File: config.mk
export PLATFORM = sky130hd
export DESIGN_NAME = speech_mouth_pixel_overlay
export DESIGN_NICKNAME = d
export VERILOG_FILES = /design/src/sv/smpo_pkg.sv /design/src/sv/smpo_fifo.sv /design/src/sv/smpo_front.sv /design/src/sv/smpo_back.sv /design/src/sv/speech_mouth_pixel_overlay.sv
export VERILOG_INCLUDE_DIRS = /design/src /design/src/sv
export SDC_FILE = /design/constraint.sdc
export NUM_CORES = 1
export LEC_CHECK = 0
export BUFFER_PORTS_ARGS = -buffer_cell sky130_fd_sc_hd__buf_2
export CORE_ASPECT_RATIO = 1.2
export CORE_MARGIN = 5
export CORE_UTILIZATION = 32
export DETAILED_ROUTE_END_ITERATION = 12
export SLEW_MARGIN = 20
export SYNTH_ARGS = -nofsm -noshare
export SYNTH_HDL_FRONTEND = slang
export SYNTH_SLANG_ARGS = --single-unit
File: constraint.sdc
create_clock -name clk_i -period 6.95 [get_ports clk_i]
set_input_delay 0.695 -clock clk_i [delete_from_list [all_inputs] [get_ports clk_i]]
set_output_delay 0.695 -clock clk_i [all_outputs]
set_load 0.02 [all_outputs]
File: src/sv/speech_mouth_pixel_overlay_macros.svh
// Assertion macros shared by the mouth overlay modules
`ifndef SPEECH_MOUTH_PIXEL_OVERLAY_MACROS_SVH
`define SPEECH_MOUTH_PIXEL_OVERLAY_MACROS_SVH
`ifndef SYNTH
// check a property at every clock edge outside reset
`define SMPO_ASSERT(lbl, prop) \
  lbl: assert property (@(posedge clk_i) disable iff (!rst_ni) (prop)) \
    else $error("smpo check failed");
// check that a condition holds in the cycle after a trigger
`define SMPO_ASSERT_NEXT(lbl, ante, cons) \
  lbl: assert property (@(posedge clk_i) disable iff (!rst_ni) (ante) |=> (cons)) \
    else $error("smpo check failed");
`else
`define SMPO_ASSERT(lbl, prop)
`define SMPO_ASSERT_NEXT(lbl, ante, cons)
`endif
`endif

File: src/sv/smpo_pkg.sv
// Types, constants and arc shape tables of the mouth overlay
package smpo_pkg;

  localparam int POSE_COUNT  = 5;
  localparam int COORD_BITS  = 10;
  localparam int SHAPE_COUNT = 5;
  localparam int ADX_SPAN    = 19;
  localparam int QDEPTH      = 4;

  localparam logic [3:0]  POSE_MAX         = 4'(POSE_COUNT - 1);
  localparam logic [3:0]  SHAPE_MAX        = 4'(SHAPE_COUNT - 1);
  localparam logic [47:0] STEP_INTERVAL_US = 48'd40000;
  localparam logic [47:0] SILENCE_DELAY_US = 48'd200000;
  localparam logic [7:0]  BRIGHT_MIN       = 8'd20;
  localparam logic [4:0]  ADX_LAST         = 5'(ADX_SPAN - 1);

  typedef enum logic [1:0] {
    ACT_PIXEL  = 2'd0,
    ACT_LEVEL  = 2'd1,
    ACT_ACTIVE = 2'd2,
    ACT_FRAME  = 2'd3
  } act_e;

  typedef enum logic [2:0] {
    REG_LEFT     = 3'd0,
    REG_TOP      = 3'd1,
    REG_RIGHT    = 3'd2,
    REG_BOTTOM   = 3'd3,
    REG_CENTER_X = 3'd4,
    REG_CENTER_Y = 3'd5,
    REG_BLACK    = 3'd6,
    REG_WHITE    = 3'd7
  } cfg_idx_e;

  typedef struct packed {
    logic [1:0]            action;
    logic [COORD_BITS-1:0] pixel_x;
    logic [COORD_BITS-1:0] pixel_y;
    logic [15:0]           pixel_in;
    logic [7:0]            level;
    logic                  active_flag;
    logic [47:0]           now_us;
  } in_item_t;

  typedef struct packed {
    logic [15:0] pixel_out;
    logic [3:0]  shown_pose;
  } out_item_t;

  typedef struct packed {
    logic [9:0]  mouth_left;
    logic [9:0]  mouth_top;
    logic [10:0] mouth_right;
    logic [10:0] mouth_bottom;
    logic [9:0]  mouth_center_x;
    logic [9:0]  mouth_center_y;
    logic [15:0] black_color;
    logic [15:0] white_color;
  } cfg_t;

  // register set after reset: everything zero but the arc colour
  localparam cfg_t CFG_RESET = '{
    mouth_left:     10'd0,
    mouth_top:      10'd0,
    mouth_right:    11'd0,
    mouth_bottom:   11'd0,
    mouth_center_x: 10'd0,
    mouth_center_y: 10'd0,
    black_color:    16'h0000,
    white_color:    16'hFFFF
  };

  // one classified item between front and back
  typedef struct packed {
    logic                  compose;
    logic [COORD_BITS-1:0] pixel_x;
    logic [COORD_BITS-1:0] pixel_y;
    logic [15:0]           pixel_in;
    logic [3:0]            pose;
  } work_t;

  // floor(depth * dx * dx / (half width squared)) per shape and |dx|
  localparam logic [3:0] ARC_DROP [0:SHAPE_COUNT-1][0:ADX_SPAN-1] = '{
    '{4'd0, 4'd0, 4'd0, 4'd0, 4'd0, 4'd0, 4'd0, 4'd0, 4'd1, 4'd1, 4'd2,
      4'd0, 4'd0, 4'd0, 4'd0, 4'd0, 4'd0, 4'd0, 4'd0},
    '{4'd0, 4'd0, 4'd0, 4'd0, 4'd0, 4'd0, 4'd0, 4'd1, 4'd1, 4'd1, 4'd2,
      4'd2, 4'd3, 4'd0, 4'd0, 4'd0, 4'd0, 4'd0, 4'd0},
    '{4'd0, 4'd0, 4'd0, 4'd0, 4'd0, 4'd0, 4'd0, 4'd1, 4'd1, 4'd2, 4'd2,
      4'd3, 4'd3, 4'd4, 4'd5, 4'd0, 4'd0, 4'd0, 4'd0},
    '{4'd0, 4'd0, 4'd0, 4'd0, 4'd0, 4'd0, 4'd0, 4'd1, 4'd1, 4'd2, 4'd2,
      4'd3, 4'd3, 4'd4, 4'd5, 4'd6, 4'd7, 4'd0, 4'd0},
    '{4'd0, 4'd0, 4'd0, 4'd0, 4'd0, 4'd0, 4'd1, 4'd1, 4'd1, 4'd2, 4'd2,
      4'd3, 4'd4, 4'd4, 4'd5, 4'd6, 4'd7, 4'd8, 4'd9}
  };

  function automatic logic [2:0] shape_of(input logic [3:0] pose);
    return (pose > SHAPE_MAX) ? SHAPE_MAX[2:0] : pose[2:0];
  endfunction

  function automatic logic [4:0] arc_half(input logic [2:0] s);
    logic [4:0] r;
    case (s)
      3'd0:    r = 5'd10;
      3'd1:    r = 5'd12;
      3'd2:    r = 5'd14;
      3'd3:    r = 5'd16;
      default: r = 5'd18;
    endcase
    return r;
  endfunction

  function automatic logic [3:0] arc_depth(input logic [2:0] s);
    logic [3:0] r;
    case (s)
      3'd0:    r = 4'd2;
      3'd1:    r = 4'd3;
      3'd2:    r = 4'd5;
      3'd3:    r = 4'd7;
      default: r = 4'd9;
    endcase
    return r;
  endfunction

  function automatic logic [2:0] arc_thick(input logic [2:0] s);
    logic [2:0] r;
    case (s)
      3'd0:    r = 3'd2;
      3'd1:    r = 3'd2;
      3'd2:    r = 3'd3;
      3'd3:    r = 3'd3;
      default: r = 3'd4;
    endcase
    return r;
  endfunction

  function automatic logic [3:0] arc_drop(input logic [2:0] s, input logic [4:0] adx);
    logic [3:0] r;
    if (adx > ADX_LAST || s > SHAPE_MAX[2:0]) begin
      r = 4'd0;
    end else begin
      r = ARC_DROP[s][adx];
    end
    return r;
  endfunction

endpackage

File: src/sv/smpo_fifo.sv
// Short queue of classified items between front and back
`include "speech_mouth_pixel_overlay_macros.svh"
module smpo_fifo (
  input  logic          clk_i,
  input  logic          rst_ni,
  input  logic          push_i,
  input  smpo_pkg::work_t push_item_i,
  output logic          full_o,
  input  logic          pop_i,
  output logic          valid_o,
  output smpo_pkg::work_t head_o
);
  import smpo_pkg::*;

  localparam int PTR_W = $clog2(QDEPTH);
  localparam int CNT_W = $clog2(QDEPTH + 1);

  work_t              mem_q [QDEPTH];
  logic [PTR_W-1:0]   wr_q, wr_d, rd_q, rd_d;
  logic [CNT_W-1:0]   cnt_q, cnt_d;
  logic               do_push, do_pop;

  assign full_o  = (cnt_q == CNT_W'(QDEPTH));
  assign valid_o = (cnt_q != '0);
  assign head_o  = mem_q[rd_q];
  assign do_push = push_i && !full_o;
  assign do_pop  = pop_i && valid_o;

  always_comb begin
    wr_d  = do_push ? wr_q + 1'b1 : wr_q;
    rd_d  = do_pop ? rd_q + 1'b1 : rd_q;
    cnt_d = cnt_q;
    if (do_push && !do_pop) begin
      cnt_d = cnt_q + 1'b1;
    end else if (do_pop && !do_push) begin
      cnt_d = cnt_q - 1'b1;
    end
  end

  always_ff @(posedge clk_i or negedge rst_ni) begin
    if (!rst_ni) begin
      wr_q  <= '0;
      rd_q  <= '0;
      cnt_q <= '0;
    end else begin
      wr_q  <= wr_d;
      rd_q  <= rd_d;
      cnt_q <= cnt_d;
    end
  end

  always_ff @(posedge clk_i) begin
    if (do_push) begin
      mem_q[wr_q] <= push_item_i;
    end
  end

  `SMPO_ASSERT(a_cnt_bound, cnt_q <= CNT_W'(QDEPTH))
  `SMPO_ASSERT_NEXT(a_push_counts, do_push && !do_pop, cnt_q == $past(cnt_q) + 1'b1)

endmodule

File: src/sv/smpo_front.sv
// Front end: accept items, run the pose and timing state, classify pixels
`include "speech_mouth_pixel_overlay_macros.svh"
module smpo_front (
  input  logic               clk_i,
  input  logic               rst_ni,
  input  logic               in_valid_i,
  output logic               in_stall_o,
  input  smpo_pkg::in_item_t in_item_i,
  input  logic               q_full_i,
  output logic               push_o,
  output smpo_pkg::work_t    push_item_o
);
  import smpo_pkg::*;

  logic        active_q, active_d;
  logic [3:0]  target_q, target_d;
  logic [3:0]  render_q, render_d;
  logic [47:0] voice_t_q, voice_t_d;
  logic [47:0] step_t_q, step_t_d;
  logic        accept;
  logic [3:0]  req_pose;
  logic [47:0] voice_gap, step_gap;

  assign in_stall_o = q_full_i;
  assign accept     = in_valid_i && !q_full_i;
  assign push_o     = accept;
  assign voice_gap  = in_item_i.now_us - voice_t_q;
  assign step_gap   = in_item_i.now_us - step_t_q;
  assign req_pose   = (in_item_i.level > {4'd0, POSE_MAX}) ? POSE_MAX : in_item_i.level[3:0];

  always_comb begin
    active_d  = active_q;
    target_d  = target_q;
    render_d  = render_q;
    voice_t_d = voice_t_q;
    step_t_d  = step_t_q;
    if (accept) begin
      case (in_item_i.action)
        ACT_PIXEL: begin
        end
        ACT_LEVEL: begin
          if (active_q) begin
            if (req_pose != 4'd0) begin
              voice_t_d = in_item_i.now_us;
              target_d  = req_pose;
            end else if (voice_gap >= SILENCE_DELAY_US) begin
              target_d = 4'd0;
            end
          end
        end
        ACT_ACTIVE: begin
          active_d  = in_item_i.active_flag;
          target_d  = 4'd0;
          render_d  = 4'd0;
          voice_t_d = in_item_i.active_flag ? in_item_i.now_us : 48'd0;
          step_t_d  = in_item_i.active_flag ? in_item_i.now_us : 48'd0;
        end
        ACT_FRAME: begin
          if (active_q && step_gap >= STEP_INTERVAL_US) begin
            if (render_q < target_q) begin
              render_d = render_q + 4'd1;
            end else if (render_q > target_q) begin
              render_d = render_q - 4'd1;
            end
            step_t_d = in_item_i.now_us;
          end
        end
        default: begin
        end
      endcase
    end
  end

  // the queued item carries the pose as it stands after this item
  always_comb begin
    push_item_o.compose  = active_q && (in_item_i.action == ACT_PIXEL);
    push_item_o.pixel_x  = in_item_i.pixel_x;
    push_item_o.pixel_y  = in_item_i.pixel_y;
    push_item_o.pixel_in = in_item_i.pixel_in;
    push_item_o.pose     = render_d;
  end

  always_ff @(posedge clk_i or negedge rst_ni) begin
    if (!rst_ni) begin
      active_q  <= 1'b0;
      target_q  <= 4'd0;
      render_q  <= 4'd0;
      voice_t_q <= 48'd0;
      step_t_q  <= 48'd0;
    end else begin
      active_q  <= active_d;
      target_q  <= target_d;
      render_q  <= render_d;
      voice_t_q <= voice_t_d;
      step_t_q  <= step_t_d;
    end
  end

  `SMPO_ASSERT(a_pose_bound, render_q <= POSE_MAX && target_q <= POSE_MAX)
  `SMPO_ASSERT_NEXT(a_step_one, accept && in_item_i.action != ACT_ACTIVE, (render_q == $past(render_q)) || (render_q == $past(render_q) + 4'd1) || (render_q == $past(render_q) - 4'd1))

endmodule

File: src/sv/smpo_back.sv
// Back end: two-stage pixel composer with output register
`include "speech_mouth_pixel_overlay_macros.svh"
module smpo_back (
  input  logic                clk_i,
  input  logic                rst_ni,
  input  smpo_pkg::cfg_t      cfg_i,
  input  logic                q_valid_i,
  input  smpo_pkg::work_t     q_head_i,
  output logic                q_pop_o,
  output logic                out_valid_o,
  input  logic                out_stall_i,
  output smpo_pkg::out_item_t out_item_o
);
  import smpo_pkg::*;

  logic        adv;
  // stage A
  logic        a_valid_q;
  logic        a_erase_q, a_erase_d;
  logic        a_arc_q, a_arc_d;
  logic [4:0]  a_adx_q;
  logic [2:0]  a_shape_q, a_shape_d;
  logic [9:0]  a_y_q;
  logic [15:0] a_pix_q;
  logic [3:0]  a_pose_q;
  // stage A helpers
  logic        in_rect, bright;
  logic [7:0]  weight;
  logic [10:0] adx;
  // stage B helpers
  logic [10:0] base, y_ext, off;
  logic        on_arc;
  out_item_t   out_q, out_d;
  logic        out_valid_q;

  assign adv         = !out_valid_q || !out_stall_i;
  assign q_pop_o     = adv && q_valid_i;
  assign out_valid_o = out_valid_q;
  assign out_item_o  = out_q;

  // stage A: rectangle, brightness and arc span
  always_comb begin
    in_rect = (q_head_i.pixel_x >= cfg_i.mouth_left)
           && ({1'b0, q_head_i.pixel_x} < cfg_i.mouth_right)
           && (q_head_i.pixel_y >= cfg_i.mouth_top)
           && ({1'b0, q_head_i.pixel_y} < cfg_i.mouth_bottom);
    weight  = {2'b0, q_head_i.pixel_in[15:11], 1'b0}
            + {2'b0, q_head_i.pixel_in[10:5]}
            + {2'b0, q_head_i.pixel_in[4:0], 1'b0};
    bright  = (weight >= BRIGHT_MIN);
    if (q_head_i.pixel_x < cfg_i.mouth_center_x) begin
      adx = {1'b0, cfg_i.mouth_center_x} - {1'b0, q_head_i.pixel_x};
    end else begin
      adx = {1'b0, q_head_i.pixel_x} - {1'b0, cfg_i.mouth_center_x};
    end
    a_shape_d = shape_of(q_head_i.pose);
    a_erase_d = q_head_i.compose && in_rect && bright;
    a_arc_d   = q_head_i.compose && (adx <= {6'd0, arc_half(a_shape_d)});
  end

  // stage B: arc row test and final colour select
  always_comb begin
    base   = {1'b0, cfg_i.mouth_center_y} + {7'd0, arc_depth(a_shape_q)}
           - {7'd0, arc_drop(a_shape_q, a_adx_q)};
    y_ext  = {1'b0, a_y_q};
    off    = y_ext - base;
    on_arc = a_arc_q && (y_ext >= base) && (off < {8'd0, arc_thick(a_shape_q)});
    out_d.shown_pose = a_pose_q;
    if (on_arc) begin
      out_d.pixel_out = cfg_i.white_color;
    end else if (a_erase_q) begin
      out_d.pixel_out = cfg_i.black_color;
    end else begin
      out_d.pixel_out = a_pix_q;
    end
  end

  always_ff @(posedge clk_i or negedge rst_ni) begin
    if (!rst_ni) begin
      a_valid_q   <= 1'b0;
      out_valid_q <= 1'b0;
    end else if (adv) begin
      a_valid_q   <= q_valid_i;
      out_valid_q <= a_valid_q;
    end
  end

  always_ff @(posedge clk_i) begin
    if (adv) begin
      a_erase_q <= a_erase_d;
      a_arc_q   <= a_arc_d;
      a_adx_q   <= adx[4:0];
      a_shape_q <= a_shape_d;
      a_y_q     <= q_head_i.pixel_y;
      a_pix_q   <= q_head_i.pixel_in;
      a_pose_q  <= q_head_i.pose;
      out_q     <= out_d;
    end
  end

  `SMPO_ASSERT_NEXT(a_pass_through, adv && a_valid_q && !a_arc_q && !a_erase_q, out_q.pixel_out == $past(a_pix_q))
  `SMPO_ASSERT_NEXT(a_pose_carried, adv && a_valid_q, out_q.shown_pose == $past(a_pose_q))

endmodule

File: src/sv/speech_mouth_pixel_overlay.sv
// Top level of the speech mouth overlay on an RGB565 pixel stream
//
//  channel  direction  handshake                payload
//  -------  ---------  -----------------------  ------------------------------
//  in       input      in_valid_i / in_stall_o  in_item_i  (smpo_pkg::in_item_t)
//  out      output     out_valid_o / out_stall_i out_item_o (smpo_pkg::out_item_t)
//  cfg      input      cfg_we_i                 cfg_idx_i, cfg_data_i
//
// One transfer in gives exactly one transfer out. The front takes one item per
// cycle while the four-entry queue has room; the back composes one pixel per
// cycle through two register stages while the output is not stalled, so an item
// passes the queue, stage A and the output register on its way out. Reset is
// asynchronous and active low; it clears the pose and timing state, the queue
// and the pipeline valid bits. A stall on the output freezes the back stages
// and, once the queue fills, raises in_stall_o.
module speech_mouth_pixel_overlay (
  input  logic                clk_i,
  input  logic                rst_ni,
  input  logic                in_valid_i,
  output logic                in_stall_o,
  input  smpo_pkg::in_item_t  in_item_i,
  output logic                out_valid_o,
  input  logic                out_stall_i,
  output smpo_pkg::out_item_t out_item_o,
  input  logic                cfg_we_i,
  input  logic [2:0]          cfg_idx_i,
  input  logic [15:0]         cfg_data_i
);
  import smpo_pkg::*;

  cfg_t  cfg_q;
  logic  push, q_full, q_valid, q_pop;
  work_t push_item, q_head;

  // Configuration registers; the user must write them only while the block is
  // idle (not enforced by the block), so the back stages may read them directly.
  always_ff @(posedge clk_i or negedge rst_ni) begin
    if (!rst_ni) begin
      cfg_q <= CFG_RESET;
    end else if (cfg_we_i) begin
      case (cfg_idx_i)
        REG_LEFT:     cfg_q.mouth_left     <= cfg_data_i[9:0];
        REG_TOP:      cfg_q.mouth_top      <= cfg_data_i[9:0];
        REG_RIGHT:    cfg_q.mouth_right    <= cfg_data_i[10:0];
        REG_BOTTOM:   cfg_q.mouth_bottom   <= cfg_data_i[10:0];
        REG_CENTER_X: cfg_q.mouth_center_x <= cfg_data_i[9:0];
        REG_CENTER_Y: cfg_q.mouth_center_y <= cfg_data_i[9:0];
        REG_BLACK:    cfg_q.black_color    <= cfg_data_i;
        REG_WHITE:    cfg_q.white_color    <= cfg_data_i;
        default: begin
        end
      endcase
    end
  end

  // Front: advance the pose state and tag each item with the pose to show.
  smpo_front u_front (
    .clk_i       (clk_i),
    .rst_ni      (rst_ni),
    .in_valid_i  (in_valid_i),
    .in_stall_o  (in_stall_o),
    .in_item_i   (in_item_i),
    .q_full_i    (q_full),
    .push_o      (push),
    .push_item_o (push_item)
  );

  // Queue: hold classified items while the output side stalls.
  smpo_fifo u_fifo (
    .clk_i       (clk_i),
    .rst_ni      (rst_ni),
    .push_i      (push),
    .push_item_i (push_item),
    .full_o      (q_full),
    .pop_i       (q_pop),
    .valid_o     (q_valid),
    .head_o      (q_head)
  );

  // Back: erase bright mouth pixels and draw the arc for the tagged pose.
  smpo_back u_back (
    .clk_i       (clk_i),
    .rst_ni      (rst_ni),
    .cfg_i       (cfg_q),
    .q_valid_i   (q_valid),
    .q_head_i    (q_head),
    .q_pop_o     (q_pop),
    .out_valid_o (out_valid_o),
    .out_stall_i (out_stall_i),
    .out_item_o  (out_item_o)
  );

endmodule

# After elaboration in Yosys (flattened, before gate mapping)

Memory sizes are Yosys's and may differ from the RTL's.
Index checks and enable logic that the tools add are counted.

ROM bits: 608
Input bits: 119
Bits in writable memories: 164
Memories kept: 2
Output and inout bits: 22
Word-level logic and storage cells: 165
Bits in registers: 268

Order comparisons: 19
Bitwise operators: 2
Reductions and logical operators: 46
Equality and inequality tests: 21
Multiplexer cells: 33
Add/sub/neg operators: 15

Memory list:

| name             | words | width | rd ports | clocked after memory_dff | write ports | line            | source |
|---|---|---|---|---|---|---|---|
| (name not given) | 8     | 76    | 1        | 0                        | 0           | smpo_pkg.sv:141 | `r = ARC_DROP[s][adx];` |
| u_fifo.mem_q     | 4     | 41    | 1        | 0                        | 1           | smpo_fifo.sv:18 | `work_t mem_q [QDEPTH];` |

Operators with widths:

| operator               | count |
|---|---|
| $mux W48               | 4 |
| $pmux W48 S2           | 2 |
| $mux W76               | 2 |
| $sub A48 B48 Y48       | 2 |
| $ge A48 B16 Y1 const B | 1 |
| $ge A48 B18 Y1 const B | 1 |
| $mux W4                | 11 |
| $mux W16               | 2 |
| $lt A10 B11 Y1         | 2 |
| $sub A10 B10 Y11       | 2 |
| $bmux W4 S5            | 1 |
| $ge A10 B10 Y1         | 2 |
| $pmux W5 S4            | 1 |
| $eq A3 B2 Y1 const B   | 6 |
| $reduce_and A2 Y1      | 9 |
| $logic_and A1 B1 Y1    | 16 |
| $pmux W4 S2            | 2 |
| $pmux W4 S4            | 1 |
| $eq A3 B3 Y1 const B   | 5 |
| $add A10 B4 Y11        | 1 |
| $ge A10 B11 Y1         | 1 |
| $le A11 B5 Y1          | 1 |
| $lt A11 B3 Y1          | 1 |
| $mux W11               | 1 |
| other kinds (39)       | 59 |

# Longest topological paths before layout

Depth in word-level cells: 13
Depth in mapped cells: 28
Gate-level depth less buffers: 26

# Cells and area by module

A second synthesis with hierarchy kept.

Cell total of the unflattened synthesis: 2560
Area, all modules: 27311.2 µm²

By module, submodules not included:

| module                     | seq. area each (µm²) | cells each | instances | area an instance (µm²) |
|---|---|---|---|---|
| smpo_front                 | 2627.5               | 1512       | 1         | 11348.4 |
| smpo_fifo                  | 5099.9               | 250        | 1         | 6396.1 |
| smpo_back                  | 1851.8               | 591        | 1         | 5870.6 |
| speech_mouth_pixel_overlay | 2372.3               | 207        | 1         | 3696.0 |

# Worst setup path after synthesis

No wires, ideal clock.

Path type: register to register
From: reg u_fifo.rd_q[0]
To: reg u_back.a_arc_q (data pin)
Setup time: 0.176 ns
Required time: 6.774 ns
Data arrival time: 5.621 ns
Period minus slack after synthesis: 5.797 ns
Setup slack: 1.153 ns
Stages on the path, launching flop included: 23
Buffers on the path: 5
Cell sequence: dfrtp_1 > clkbuf_1 > clkbuf_1 > buf_1 > mux4_2 > ha_1 > clkbuf_1 > a21boi_0 > o21ai_0 > a21boi_0 > o21a_1 > o21a_1 > nor2_1 > buf_1 > mux2i_1 > xnor2_1 > ha_1 > nor2b_1 > o21a_1 > o21a_1 > o22ai_1 > nand4_1 > nor4_1

Elaborated cells between the ends (all ways): 14
Those cells by class: add/sub (2); order compare (3); eq/ne (3); mux (3); reduce/logical (2); memory (1)

RTL lines:

| element                                  | line            | source |
|---|---|---|
| start: declaration                       | smpo_fifo.sv:19 | `logic [PTR_W-1:0] wr_q, wr_d, rd_q, rd_d;` |
| start signal: assignment                 | smpo_fifo.sv:47 | `rd_q <= rd_d;` |
| $mem_v2 Z4 W41 (*)                       | -               |  |
| $sub A10 B10 Y11 (tied with other cells) | smpo_back.sv:54 | `adx = {1'b0, q_head_i.pixel_x} - {1'b0, cfg_i.mouth_center_x};` |
| $mux W11 (*)                             | smpo_back.sv:51 | `if (q_head_i.pixel_x < cfg_i.mouth_center_x) begin` |
| net u_back.adx[2]                        | smpo_back.sv:29 | `logic [10:0] adx;` |
| $le A11 B5 Y1 (*)                        | smpo_back.sv:58 | `a_arc_d = q_head_i.compose && (adx <= {6'd0, arc_half(a_shape_d)});` |
| $logic_and A1 B1 Y1 (*)                  | smpo_back.sv:58 |  |
| net u_back.a_arc_d                       | smpo_back.sv:20 | `logic a_arc_q, a_arc_d;` |
| end signal: assignment                   | smpo_back.sv:91 | `a_arc_q <= a_arc_d;` |
| end: declaration                         | smpo_back.sv:20 |  |

The timed path passes the listed nets; every way through them passes the cells marked *.
A chain may end at the register's enable or synchronous reset.

==> impl_metrics.ini <==
[logic_synthesis]
synth-seq-cells = 432
synth.avg_cell_area_um2 = 10.18
synth.area.top_cells = edfxtp_1, dfrtp_1, ha_1, nand2_1, mux2_2
synth_cells = 2662
synth_edf_count = 224
yosys_most_used_dff = edfxtp_1
mappedNetlistArea_um2 = 27100
yosys_warnings = 0
yosysUniqueCellTypes = 91
synth_nets = 2997
synth_top_area_cell = edfxtp_1
ys_seq_area_share_pct = 44.11
async_flop_share_pct = 48.15
synth_top_cell_area_share_pct = 24.82

[route]
route.detailed.drc = 0
firstDrtPassIters = 5
vias_per_cell = 5.162
detail_route.wl_per_cell_um = 18.60
drtIter0Drc = 1298
antenna_left = 0
num_vias = 20282
wirelength_um = 73080

[global_route]
grt_pass1_wl_um = 112900
globalRoute.totalOverflow = 0
grtUsageTotal_pct = 15.71
grt_pass1_vias = 20049
grt_start_max_net_pins = 142
grt_antenna_before_repair = 13

[timing]
setup_violations = 0
finalHoldViolations = 0
period_minus_slack_ps = 5721
fin_tns_setup_ps = 0
slew_violations = 0
fmax_ghz = 0.1748
finalCritPeriodShare_pct = 82.31
skew_ps = 46.93
hold_ws_ps = 57.91
max-slew-margin-rel_pct = 22.13
worstMarginPinSlew_ps = 1166
rsz0062_at_grt = false

[clocking]
root_buffer = clkbuf_16
cts.sinks = 432
cts-hold-fix-buffers = 0
clockBufferDepth = 3
cts_resized = 0
cts_setup_buffers = 0
clk_latency_ps = 630
numCtsBuffers = 50
clk_transition_reported_paths_ps = 60
tritoncts = yes
ctsHtreeMaxLevel = 2

[place]
portBuffers = 140
dp_hpwl_um = 53610
place_congestion = 0.9368

[floorplan]
die_h_um = 328.8
start_util_pct = 32.08
dieWidth_um = 275.6
die-area_um2 = 90620
ios = 141
core_area_um2 = 84470
core.rowCount = 117

[cells_and_area]
n_fill_cell = 8506
syn_to_final_growth_pct = 13.40
drive_gt1_share_pct = 15.60
nets = 3082
multi_input_area_um2 = 13790
layout.area.seq_um2 = 11960

[outcome]
status = finished clean

[setup_path]
critPathLaunchType = register
cp_max_fo = 16
cp.required_ps = 7330
worst_setup_path_end_kind = register
path_class = reg -> reg
crit_arrival_ps = 6100

[hold_path]
hold_path.class = in -> async

[run]
drv_cap = 0

[power]
static-leakage-power_nw = 12.46
powerDensity_nw_per_um2 = 476.1
peakVddDrop_uv = 265.5
==> per-stage QoR <==
stage	total power, mW	std cells	utilization [%]	cell area (um2)	worst slack, ps
2_1_floorplan	9.948	2662	-	27100	1153
3_3_place_gp	11.85	3824	34.21	28900	1275
3_5_place_dp	11.92	3824	34.21	28900	1234
4_1_cts	14.76	3917	36.30	30660	1191
5_1_grt	15.86	3921	36.36	30710	755.5
6_report	14.63	3929	36.38	30730	1229
==> cell usage after synthesis (all sizes together) (33+ instances only) <==
library cell	count
nand2	321
inv	234
edfxtp	224
ha	204
o21ai	197
dfrtp	192
a21oi	171
mux2	99
nand4	89
clkbuf	86
nor2	77
o211ai	69
xnor2	51
a22oi	50
a21o	48
buf	42
mux4	41
nand3	37
xor2	33
==> path summary, 6_finish.rpt <==
check,from,to,slack (ps),depth (start not counted)
max in group asynchronous,rst_ni,u_fifo.rd_q[0],5600,2
setup / recovery,u_back.a_shape_q[1],u_back.out_item_o[7],1230,26
hold / removal,rst_ni,u_front.step_t_q[5],60,1
hold reg to reg,u_back.a_pose_q[3],u_back.out_item_o[3],420,0
min in group clk_i,in_item_i[79],u_fifo.mem_q[3][26],290,1
setup reg to reg,u_back.a_shape_q[1],u_back.out_item_o[7],1230,26
==> final cells by class <==
cell class	instances	area share [%]
Timing Repair Buffer	161	2.932
Tap cell	1130	4.601
Antenna cell	11	0.08958
Sequential cell	432	38.91
Clock buffer	69	4.764
Inverter	234	2.858
Clock inverter	24	0.9732
Multi-Input combinational cell	1868	44.87
==> placed cells by master, fill, tap and decap left out, drive strengths merged, types with 28 or more instances in the layout <==
| master | count |
|---|---|
| nand2 | 321 |
| inv | 236 |
| edfxtp | 224 |
| ha | 204 |
| o21ai | 197 |
| dfrtp | 192 |
| a21oi | 171 |
| buf | 161 |
| mux2 | 99 |
| nand4 | 89 |
| nor2 | 77 |
| o211ai | 69 |
| clkbuf | 69 |
| xnor2 | 51 |
| a22oi | 50 |
| a21o | 48 |
| mux4 | 41 |
| nand3 | 37 |
| xor2 | 33 |
| nand2b | 31 |
| o21a | 28 |
| nor3 | 28 |
==> cell families after synthesis <==
logic type | Yosys count | share of synthesized area, %
mux | 156 | 8.113
fa+ha+maj | 216 | 10.31
simple gates | 707 | 12.73
xor+xnor | 84 | 2.715
buf+inv | 362 | 5.352
flops | 432 | 44.11
compound gates | 705 | 16.68
==> where the power goes <==
group	internal [mW]	switching (mW)	total, mW	leakage [nW]
logic	3.28	4.50	7.78	6.97
clock network	1.60	1.15	2.75	0.849
registers	3.61	0.481	4.09	4.64
==> critical path, cell delays in order, from the launching register on <==
cell	delay, ps
edfxtp_1	550
o21ai_0	340
xor2_1	170
nand3b_1	90
a21oi_1	190
nor2_1	70
o32ai_1	250
ha_1	190
inv_1	60
ha_1	280
a21o_1	160
a21oi_1	200
o21bai_1	90
a21oi_1	220
o21bai_1	90
a21oi_1	220
o21bai_1	90
a21oi_1	170
xor2_1	90
ha_1	320
o211ai_1	90
a211oi_1	250
o2111ai_1	140
or3_1	380
nor3_2	110
buf_4	280
mux2_2	370
==> flip-flops by register name (all words and copies together), names as in the netlist <==
name	flops
u_back.a_pose_q	4
u_front.voice_t_q	48
u_fifo.rd_q	2
u_back.a_pix_q	16
u_back.out_item_o	20
u_fifo.cnt_q	3
u_front.target_q	4
u_back.a_arc_q	1
u_back.a_y_q	10
u_back.out_valid_o	1
u_front.render_q	4
cfg_q	94
u_back.a_adx_q	5
u_front.active_q	1
u_fifo.wr_q	2
u_back.a_shape_q	3
u_front.step_t_q	48
u_back.a_erase_q	1
u_back.a_valid_q	1
u_fifo.mem_q	164
==> layer usage <==
layer	wire [um]	track usage [%]	vias to the layer above
met3	3703	2.539	137
met2	35860	27.36	461
met5	0	0	-
met4	2688	5.806	0
met1	30830	19.57	9759
li1	-	-	9925
Power figures use the tool's default switching activity.
